### config.mk
export PLATFORM = sky130hd
export DESIGN_NAME = wwlb_ctrl
export DESIGN_NICKNAME = d
export VERILOG_FILES = /design/src/rtl/wwlb_pkg.sv /design/src/rtl/wwlb_ctrl.sv
export VERILOG_INCLUDE_DIRS = /design/src /design/src/rtl
export SDC_FILE = /design/constraint.sdc
export NUM_CORES = 1
export LEC_CHECK = 0
export BUFFER_PORTS_ARGS = -buffer_cell sky130_fd_sc_hd__buf_4
export CORE_MARGIN = 1.5
export CORE_UTILIZATION = 25
export DETAILED_ROUTE_END_ITERATION = 16
export SLEW_MARGIN = 25
export SYNTH_ARGS = -nofsm -noshare
export SYNTH_HDL_FRONTEND = slang
export SYNTH_SLANG_ARGS = --single-unit
### constraint.sdc
create_clock -name clk -period 2.9 [get_ports clk]
set_input_delay 0.435 -clock clk [delete_from_list [all_inputs] [get_ports clk]]
set_output_delay 0.435 -clock clk [all_outputs]
set_load 0.02 [all_outputs]
### src/rtl/word_wrap_line_breaker_unit_assert.svh
// Assertion macros shared by the word wrap line breaker modules.
`ifndef WORD_WRAP_LINE_BREAKER_UNIT_ASSERT_SVH
`define WORD_WRAP_LINE_BREAKER_UNIT_ASSERT_SVH

// The condition must hold at every clock edge outside reset.
`define WWLB_ASSERT_ALWAYS(label, cond, msg) \
    label: assert property (@(posedge clk) disable iff (!rst_n) (cond)) else $error(msg);

// When the trigger holds, the consequence must hold in the following cycle.
`define WWLB_ASSERT_NEXT(label, trig, cons, msg) \
    label: assert property (@(posedge clk) disable iff (!rst_n) (trig) |=> (cons)) \
        else $error(msg);

`endif

### src/rtl/wwlb_pkg.sv
`default_nettype none

package wwlb_pkg;

    localparam int WB      = 10;
    localparam int BRK_W   = 6;
    localparam int LCOST_W = 33;
    localparam int BCOST_W = 40;
    localparam int CFG_W   = 2;

    localparam logic [LCOST_W-1:0] LCOST_MAX = {LCOST_W{1'b1}};
    localparam logic [BCOST_W-1:0] BCOST_MAX = {BCOST_W{1'b1}};

    localparam logic [CFG_W-1:0] REG_LINE_WIDTH   = 2'd0;
    localparam logic [CFG_W-1:0] REG_FIRST_PREFIX = 2'd1;
    localparam logic [CFG_W-1:0] REG_LATER_PREFIX = 2'd2;
    localparam logic [CFG_W-1:0] REG_COST_EXP     = 2'd3;

    typedef struct packed {
        logic [WB-1:0] full_width;
        logic [WB-1:0] trimmed_width;
        logic          last_word;
    } in_beat_t;

    typedef struct packed {
        logic [BRK_W-1:0] break_after;
        logic             has_break;
        logic             last_result;
    } out_beat_t;

    typedef struct packed {
        logic store_word;
        logic start_rec;
        logic g_rd;
        logic g_init;
        logic g_step;
        logic j_rd;
        logic j_sum;
        logic s_rd;
        logic s_rem;
        logic pow_step;
        logic s_acc;
        logic j_wr;
        logic b_init;
        logic b_rd;
        logic b_step;
        logic e_init;
        logic e_rd;
        logic e_ld_brk;
        logic e_ld_none;
        logic e_next;
    } cmd_t;

    typedef struct packed {
        logic fits;
        logic greedy;
        logic i_done;
        logic j_done;
        logic pow_done;
        logic s_zero;
        logic pv_ok;
        logic nbrk_zero;
        logic out_last;
    } stat_t;

endpackage

`default_nettype wire

### src/rtl/wwlb_ctrl.sv
`default_nettype none

module wwlb_ctrl (
    input  wire              clk,
    input  wire              rst_n,
    input  wire              in_valid,
    input  wire              in_last,
    output logic             in_ready,
    output logic             out_valid,
    input  wire              out_ready,
    input  wwlb_pkg::stat_t  stat,
    output wwlb_pkg::cmd_t   cmd
);

    typedef enum logic [4:0] {
        ST_IDLE,
        ST_CHECK,
        ST_G_RD0,
        ST_G_INIT,
        ST_G_RD,
        ST_G_STEP,
        ST_J_RD,
        ST_J_SUM,
        ST_S_RD,
        ST_S_REM,
        ST_S_POW,
        ST_S_ACC,
        ST_J_WR,
        ST_B_RD,
        ST_B_STEP,
        ST_E_INIT,
        ST_E_RD,
        ST_E_LD,
        ST_ONE,
        ST_E_OUT
    } state_t;

    state_t state_reg;
    state_t state_next;

    always_comb begin
        state_next = state_reg;
        cmd        = '0;
        case (state_reg)
            ST_IDLE: begin
                if (in_valid) begin
                    cmd.store_word = 1'b1;
                    if (in_last) begin
                        state_next = ST_CHECK;
                    end
                end
            end
            ST_CHECK: begin
                cmd.start_rec = 1'b1;
                if (stat.fits) begin
                    state_next = ST_ONE;
                end
                else if (stat.greedy) begin
                    state_next = ST_G_RD0;
                end
                else begin
                    state_next = ST_J_RD;
                end
            end
            ST_G_RD0: begin
                cmd.g_rd   = 1'b1;
                state_next = ST_G_INIT;
            end
            ST_G_INIT: begin
                cmd.g_init = 1'b1;
                state_next = ST_G_RD;
            end
            ST_G_RD: begin
                if (stat.i_done) begin
                    state_next = ST_E_INIT;
                end
                else begin
                    cmd.g_rd   = 1'b1;
                    state_next = ST_G_STEP;
                end
            end
            ST_G_STEP: begin
                cmd.g_step = 1'b1;
                state_next = ST_G_RD;
            end
            ST_J_RD: begin
                if (stat.j_done) begin
                    cmd.b_init = 1'b1;
                    state_next = ST_B_RD;
                end
                else begin
                    cmd.j_rd   = 1'b1;
                    state_next = ST_J_SUM;
                end
            end
            ST_J_SUM: begin
                cmd.j_sum  = 1'b1;
                state_next = ST_S_RD;
            end
            ST_S_RD: begin
                cmd.s_rd   = 1'b1;
                state_next = ST_S_REM;
            end
            ST_S_REM: begin
                cmd.s_rem  = 1'b1;
                state_next = ST_S_POW;
            end
            ST_S_POW: begin
                if (stat.pow_done) begin
                    state_next = ST_S_ACC;
                end
                else begin
                    cmd.pow_step = 1'b1;
                end
            end
            ST_S_ACC: begin
                cmd.s_acc  = 1'b1;
                state_next = stat.s_zero ? ST_J_WR : ST_S_RD;
            end
            ST_J_WR: begin
                cmd.j_wr   = 1'b1;
                state_next = ST_J_RD;
            end
            ST_B_RD: begin
                cmd.b_rd   = 1'b1;
                state_next = ST_B_STEP;
            end
            ST_B_STEP: begin
                if (stat.pv_ok) begin
                    cmd.b_step = 1'b1;
                    state_next = ST_B_RD;
                end
                else begin
                    state_next = ST_E_INIT;
                end
            end
            ST_E_INIT: begin
                if (stat.nbrk_zero) begin
                    state_next = ST_ONE;
                end
                else begin
                    cmd.e_init = 1'b1;
                    state_next = ST_E_RD;
                end
            end
            ST_E_RD: begin
                cmd.e_rd   = 1'b1;
                state_next = ST_E_LD;
            end
            ST_E_LD: begin
                cmd.e_ld_brk = 1'b1;
                state_next   = ST_E_OUT;
            end
            ST_ONE: begin
                cmd.e_ld_none = 1'b1;
                state_next    = ST_E_OUT;
            end
            ST_E_OUT: begin
                if (out_ready) begin
                    if (stat.out_last) begin
                        state_next = ST_IDLE;
                    end
                    else begin
                        cmd.e_next = 1'b1;
                        state_next = ST_E_RD;
                    end
                end
            end
            default: begin
                state_next = ST_IDLE;
            end
        endcase
    end

    always_ff @(posedge clk or negedge rst_n) begin
        if (!rst_n) begin
            state_reg <= ST_IDLE;
        end
        else begin
            state_reg <= state_next;
        end
    end

    assign in_ready  = (state_reg == ST_IDLE);
    assign out_valid = (state_reg == ST_E_OUT);

    `include "word_wrap_line_breaker_unit_assert.svh"

    `WWLB_ASSERT_ALWAYS(a_sides_apart, !(in_ready && out_valid), "input and output open together")
    `WWLB_ASSERT_NEXT(a_last_in_busy, in_valid && in_ready && in_last, !in_ready,
        "block took a word right after the record end")
    `WWLB_ASSERT_NEXT(a_last_out_idle, out_valid && out_ready && stat.out_last, in_ready,
        "block not idle after the final result")

endmodule

`default_nettype wire

## Word-level counts from Yosys, hierarchy flattened

Index checks and enable logic that the tools add are counted.

- Register bits: 5
- Output and inout bits: 22
- Word-level logic and storage cells: 70

- Eq/ne operators: 23
- Mux-type cells: 42
- Reduce and logical (&&, ||, !) cells: 4

Operators with widths:

| kind | count |
|---|---|
| $pmux 5 s18 | 1 |
| $eq 5x4->1 const B | 8 |
| $mux 5 | 6 |
| $mux 1 | 28 |
| $eq 5x3->1 const B | 4 |
| $eq 5x5->1 const B | 4 |
| $eq 5x2->1 const B | 2 |
| $mux 4 | 2 |
| $mux 3 | 2 |
| $ne 2x2->1 const B | 3 |
| $eq 5x1->1 const B | 1 |
| $logic_not 5->1 | 1 |
| $mux 2 | 2 |
| $reduce_and 4->1 | 1 |
| $reduce_or 2->1 | 2 |
| $ne 2x1->1 const B | 1 |
| $pmux 1 s2 | 1 |

## Longest topological paths before layout

Gate-level depths: netlist of run 1.

- Depth in word-level cells: 3
- Mapped depth: 5
- Depth with buffers taken out: 4

## Least setup slack after synthesis of run 1

Ideal clock, no wire load.

- Path type: flip-flop to output port
- Start point: register state_reg[3]
- End point: output cmd[0] (netlist bit)
- Data arrival time: 1554 ps
- Data required time: 2465 ps
- Setup slack: 911 ps
- Cell stages (with the launch flop): 5
- Cells stage by stage: dfrtp_1 -> or3b_1 -> buf_2 -> nor2_1 -> and3b_1

RTL lines:

| item | RTL line | RTL |
|---|---|---|
| start: declaration | wwlb_ctrl.sv:38 | `state_t state_reg;` |
| start signal: assignment | wwlb_ctrl.sv:180 | `state_reg <= state_next;` |
| end: declaration | wwlb_ctrl.sv:12 | `output wwlb_pkg::cmd_t cmd` |

==> impl_summary.md, run 1 <==
Worst setup path
The critical path capture point type is a primary output. The startpoint type of the worst setup path is a flip-flop. The start-to-end type of the worst setup path is reg2out.

The worst path arrival time is roughly 1.9 ns. The highest net fanout along the worst path is 22. The required time of the critical path is roughly 2.5 ns.

Timing
The max-slew violation count was 0. The routed design could run at a clock period as short as 2.35 ns. On the final layout, the worst clock skew is ~0.0012 ns. The actual transition at the worst max-transition pin is 0.630 ns. The number of failing hold endpoints at the final stage is 0. Setup repair after global routing left no endpoint under its margin. Measured against its own limit, the worst slew margin works out to 0.580. Based on the critical path, the design can be clocked at up to between 0.4 and 0.5 GHz. Setup violations remaining at the end of the flow were counted as 0. Of the available clock period, the critical path in the final layout requires 0.810. The post-route setup TNS is 0 ns.

GRT
Entering global routing, the biggest net connects 23 pins. The initial antenna violation count was 0. The wire length of the first global-routing pass is 3130 µm. In the global route stage, overall resource usage came out at 0.148. The via count of the first global-routing pass is approximately 700. The global-route congestion overflow total is 0.

Place
Summed over all nets, the half-perimeter wirelength after detailed placement is 1460 µm. Buffers placed on the I/O ports in this run total 35. The global placer's final weighted congestion is 0.774.

Synthesis
Each instance of the synthesized netlist takes up on average 7.12 µm². The post-synth net total is between 100 and 150. The area of the mapped netlist is 648 µm². Of the total synthesized cell area, the portion taken by AND, OR, NAND and NOR gates is 0.450.

The async set or reset register ratio after synthesis is 1.00. The area share of fa/ha/maj cells after synthesis is 0. Counting flops with a built-in enable in the synthesized netlist gives 0. The number of instances in the synthesized netlist is 91. By area, the combinational part of the netlist is dominated by simple AND/OR/NAND/NOR gates. Among all flip-flop cells after synthesis, the most frequent one is sky130_fd_sc_hd__dfrtp_1. Synthesis inferred 5 register bits. The sequential element share of the synthesized area is 0.193.

The number of warning messages in the yosys log is 0. Of the post-synthesis cell area, the part taken by muxes is 0.0309. The fraction of the mapped netlist area in compound gates was 0.228. The synthesized netlist contains 33 unique library cells. Of the total synthesized cell area, the portion taken by XOR and XNOR cells is 0.

Floorplan
The core area is 2450 µm². The full die area is 2910 µm². The top-level I/O count is 36. The horizontal extent of the die is between 50 and 60 µm. The row count is 18. The die outline height is 53.9 µm. The initial core utilization is 0.264.

Pwr
The power share of the sequential group is 0.289. The share of total power in combinational logic is 0.620. The worst ir drop on vdd is around 0.74 mV. The internal portion of the total power is 0.414 mW. The leakage power summed over all cells is between 0.4 and 0.5 nW. Of the total power, the clock network draws 0.091. The switching power is 0.517 mW. Of the total power, the share spent switching nets is 0.556. The cell area power density is 995 nW/µm².

The design draws 0.931 mW.

Clock tree
The number of gates resized after CTS is 0. The clock tree from TritonCTS is done. Clock-pin slew was measured on the worst setup and hold paths at 0.05 ns. The number of setup buffers added after CTS is 0. The number of hold buffers added after CTS was 1. In this run the number of H-tree levels came out at 1. Counting every sink on the clock net gives 5. The clock passes through at most 2 buffers. The clock root buffer is sky130_fd_sc_hd__clkbuf_4. The clock latency on the worst-skew pair is roughly 0.25 ns. Clock tree synthesis inserted a total of 3 buffers.

Drt
The number of design rule violations left after detail routing is 0. The routed wire length per instance is 13.0 µm. The vias per cell is about 5.2. The iteration count of the initial detailed-routing pass is 4. The number of DRC violations after detailed-routing iteration 0 is 32. The antenna violation net count after detailed routing is 0. The wire length after detailed routing is 1980 µm. Across all layers, the routed design uses slightly below 800 vias.

Final layout
The number of antenna diodes is 0. The register with the most flip-flops in the layout has 5 of them. The net count of the finished layout is 137. In the final layout, the share of cells above drive strength 1 is 0.344.

The area added between synthesis and finish is 44.4%.

Run status
The flow ran to the end, and the final reports show no timing, DRC or antenna violations.

Min path
The worst hold path class is in2reg.

Flow run
The number of max-cap violations is 0.
==> power by group through the flow <==
stage | Sequential [mW] | Combinational [mW] | Clock (mW)
2_1_floorplan | 0.128 | 0.558 | 0
3_3_place_gp | 0.262 | 0.575 | 0
3_5_place_dp | 0.268 | 0.579 | 0
4_1_cts | 0.264 | 0.584 | 0.0902
5_1_grt | 0.286 | 0.636 | 0.0943
6_report | 0.269 | 0.577 | 0.0848
==> area by class of cell <==
class | count | area, µm²
well taps | 30 | 37.5
multi-input cells | 73 | 459
fillers | 252 | 1520
repair buffers | 36 | 273
flip-flops and latches | 5 | 125
inverters | 4 | 15.0
clock buffers | 4 | 26.3
==> cell families (layout without fill, tap and decap cells) <==
group                  Yosys count  after routing
and+or+nand+nor                 50             50
AOI/OAI and AO/OA               21             21
buffers and inverters           13             44
DFF                              5              5
muxes                            2              2
==> per-layer routing <==
layer	vias up	track usage	wire length [µm]
met5	-	0	0
met2	23	0.252	983
met3	2	0.0250	75
met4	0	0.0513	9
met1	375	0.188	914
li1	396	-	-
==> cell usage in the layout, fill, tap and decap left out, drive strengths merged, types with 3 or more instances in the layout <==
cell | netlist | final
buf | 7 | 35
nor2 | 15 | 15
nor3 | 10 | 10
nand2 | 5 | 5
o21ai | 5 | 5
dfrtp | 5 | 5
nand2b | 4 | 4
inv | 4 | 4
a21oi | 4 | 4
clkbuf | 2 | 4
or3 | 3 | 3
a211o | 3 | 3
nand3 | 3 | 3
nor4 | 3 | 3
==> cells in the mapped netlist, types with 2 or more instances <==
master | n | area [µm²]
sky130_fd_sc_hd__mux2i_1 | 2 | 20.0
sky130_fd_sc_hd__or3_1 | 3 | 18.8
sky130_fd_sc_hd__nor3_1 | 8 | 40.0
sky130_fd_sc_hd__nor2_1 | 15 | 56.3
sky130_fd_sc_hd__nand3_1 | 3 | 15.0
sky130_fd_sc_hd__clkbuf_1 | 2 | 7.51
sky130_fd_sc_hd__dfrtp_1 | 5 | 125
sky130_fd_sc_hd__a31oi_1 | 2 | 12.5
sky130_fd_sc_hd__a211o_1 | 3 | 26.3
sky130_fd_sc_hd__a21oi_1 | 4 | 20.0
sky130_fd_sc_hd__inv_1 | 4 | 15.0
sky130_fd_sc_hd__nand2_1 | 5 | 18.8
sky130_fd_sc_hd__buf_2 | 6 | 30.0
sky130_fd_sc_hd__nand2b_1 | 4 | 25.0
sky130_fd_sc_hd__o21ai_0 | 5 | 25.0
sky130_fd_sc_hd__nor4_1 | 2 | 12.5
sky130_fd_sc_hd__nor3_4 | 2 | 32.5
==> metrics by stage <==
stage	hold slack [ns]	setup slack, ns	std cells	utilization	instance area, µm²
after floorplan	0.139	0.911	91	-	648
after global placement	0.241	0.848	147	0.366	900
after detailed placement	0.241	0.833	147	0.366	900
after CTS	0.500	0.540	152	0.381	936
after global routing	0.523	0.434	152	0.381	936
final	0.510	0.550	152	0.381	936
==> path summary, 6_finish.rpt <==
path	startpoint	endpoint	slack, ns	cells past startpoint
max	state_reg[2]	cmd[0]	0.55	4
min	stat[8]	state_reg[4]	0.51	3
max reg2reg	state_reg[2]	state_reg[1]	0.96	4
min reg2reg	state_reg[4]	state_reg[3]	0.71	1
max in group asynchronous	rst_n	state_reg[4]	2.26	2
min in group asynchronous	rst_n	state_reg[2]	0.53	2
==> worst max-delay path, cell delays in order, from the launching register on <==
cell	delay, ns
sky130_fd_sc_hd__dfrtp_1	0.60
sky130_fd_sc_hd__or3b_1	0.58
sky130_fd_sc_hd__nor2_1	0.17
sky130_fd_sc_hd__and3b_1	0.17
sky130_fd_sc_hd__buf_4	0.13
(Power assumes the default switching activity.)
==> run 2: changes to the inputs <==
Clock period 2.9 ns to 2.2 ns, I/O delays scaled along.
==> impl_summary.md, run 2 (synthesis results as in run 1) <==
Run status
The run finished with clean final reports.

GRT
For this run, the total global-route usage over all layers was measured as 0.150. The first global-routing pass estimated 3190 µm of wire. The via count of the first global-routing pass is 742. The initial antenna violation count came to 0. The largest net degree at the start of global routing is 20. The global-route congestion overflow total is 0.

Timing
The number of failing hold endpoints at the final stage was 0. Setup total negative slack on the finished layout was measured at 0 ns. The clock arrives with between 0.0015 and 0.002 ns of skew. Setup violations remaining at the end of the flow were counted as 0. For the pin with the worst max-slew slack, the measured transition is 0.447 ns. Setup repair after global routing left no endpoint under its margin.

The final period utilization is 0.927. The clock period could shrink to ~2 ns. The max-slew violation count was 0.

The final hold slack is 0.410 ns. For this run, the top clock speed supported by timing is 0.491 GHz. The relative max-transition margin is 0.698.

Final layout
The multi-input gate area in the final layout is 459 µm². The register with the most flip-flops in the layout has 5 of them. The area used by sequential logic in the layout is 126 µm². The most frequent standard cell in the layout excluding fill and tap cells is sky130_fd_sc_hd__buf_4.

The number of antenna diodes in the final layout is 0. The fill cell instance count of the final layout is 257. The count of nets after finishing is 141. The library cells used most frequently in the layout, excluding fill and tap cells, are 39 x sky130_fd_sc_hd__buf_4, 15 x sky130_fd_sc_hd__nor2_1, 8 x sky130_fd_sc_hd__nor3_1. Relative to the synthesized area, the layout overhead comes to 49.2%.

The core utilization of the finished layout is 0.394. The layout cell share with drive strength beyond 1 is 0.373.

Drt
The number of design rule violations left after detail routing is 0. Dividing the detail-routed wire length by the instance count gives 12.7 µm. The routed design has 1980 µm of wire.

The pre-antenna-repair detailed-routing pass consisted of 4 iterations. The vias per cell is 5.15. The number of DRC violations after detailed-routing iteration 0 is 15. The routed layout has 803 vias. The detail route stage leaves a number of antenna-violating nets equal to 0.

Floorplan
The top-level I/O count is 36. The floorplan step defined a die boundary enclosing just under 3000 µm². The die is approximately 54 µm tall. The initial utilization of the core area, before any placement, comes to 0.264. In this run the standard cell core region covers between 2000 and 2500 µm². The row count is 18. The die is 53.9 µm wide.

Pwr
The cell area power density is 1330 nW/µm². The worst-case IR drop observed on VDD is about 0.76 mV. For this design the total switching power over the nets is a little under 0.7 mW. The share of total power in the clock network is 0.089. The share of total power dissipated in sequential elements is 0.183.

The cell-internal power is 0.596 mW. Summed over all cells, the static leakage comes to 0.464 nW. Of the total power, combinational logic draws 0.729. The proportion of total power due to net switching is 0.537.

Clock tree
CTS built an H-tree with a depth of 1. The clock root buffer is sky130_fd_sc_hd__clkbuf_4. The clock transition time at the flip-flop clock pins of the worst setup and hold paths is about 0.04 ns. Clock latency on the worst-skew pair, taken at its later pin, is around 0.26 ns.

Counting every sink on the clock net gives 5. TritonCTS built the clock tree. No sink is reached through more buffers than the 2 on the longest clock path.

The CTS buffer count is 3.

Worst setup path
The startpoint type of the worst setup path is a flip-flop. The highest net fanout along the worst path is 8. The critical path's largest stage delay is 0.50 ns. Traced cell by cell, the critical path runs through or3b_1, nor2_1, and3b_1, buf_4. In this run the critical register-to-register path is captured at state_reg[1].

The cell count of the worst reg-to-reg path is 4. The critical-path cell with the highest stage delay is sky130_fd_sc_hd__or3b_1. The register-to-register setup slack is 0.51 ns. The startpoint identified for the worst register-to-register timing path is state_reg[3]. STA puts the critical path data required time at 1.87 ns. The worst setup path is of the reg2out kind.

The worst path arrival time is 1.71 ns. The critical path capture point type is a primary output.

Place
Routability-driven placement finished with a final weighted congestion of 0.778. The wire-length estimate of the detail-placed layout is 1560 µm. The number of I/O port buffers is 35.

Min path
The startpoint of the most critical hold path is out_ready. In this run the worst hold path is classified as in2reg. The worst hold path terminates at state_reg[4]. The worst hold path was traced through 3 stages.

Flow run
Across the run, the number of max-cap violations was 0.
-- run 2: critical path: cells and delay by family, from the launching register on --
| kind | cells | cell delay (ns) |
|---|---|---|
| buffers and inverters | 1 | 0.13 |
| flip-flops | 1 | 0.44 |
| AND/OR/NAND/NOR | 3 | 0.88 |
-- run 2: how the worst max path moves through the flow --
stage                  from      to  slack, ns  cells past startpoint
3_5_place_dp   state_reg[4]  cmd[0]       0.40                      4
6_report       state_reg[3]  cmd[0]       0.16                      4
4_1_cts        state_reg[4]  cmd[0]       0.12                      4
3_3_place_gp   state_reg[4]  cmd[0]       0.44                      4
2_1_floorplan  state_reg[3]  cmd[0]       0.32                      4
5_1_grt        state_reg[3]  cmd[0]       0.02                      4
-- run 2: through the flow --
step	instances	total power [mW]	setup slack [ns]	instance area, µm²
after floorplan	91	0.904	0.316	648
after detailed placement	151	1.17	0.400	930
final	156	1.29	0.162	967
after global placement	151	1.17	0.439	930
after CTS	156	1.28	0.117	966
after global routing	156	1.40	0.0243	967
-- run 2: layout make-up --
type / instances / share of cell area
inverters: 4 / 0.0155
flip-flops and latches: 5 / 0.131
clock buffers: 4 / 0.0272
well taps: 30 / 0.0388
multi-input cells: 73 / 0.475
repair buffers: 40 / 0.313
-- run 2: what timing repair did --
item                       in CTS  in global routing
setup buffers                   0                  0
hold endpoints to repair        5                  0
setup endpoints to repair       0                  1
resized for setup               0                  1
hold buffers                    1                  0
-- run 2: routing by layer --
layer	global-route usage	routed length (µm)	up-vias
met5	0	0	-
met4	0.0641	34	0
met3	0.0167	147	3
met2	0.252	964	33
met1	0.194	834	368
li1	-	-	399
-- run 2: power groups by stage --
stage                     logic [mW]  registers [mW]  clock network, mW
final                          0.937           0.235              0.114
after global routing            1.03           0.248              0.122
after global placement         0.941           0.230                  0
after CTS                      0.939           0.231              0.115
after floorplan                0.736           0.168                  0
after detailed placement       0.935           0.232                  0
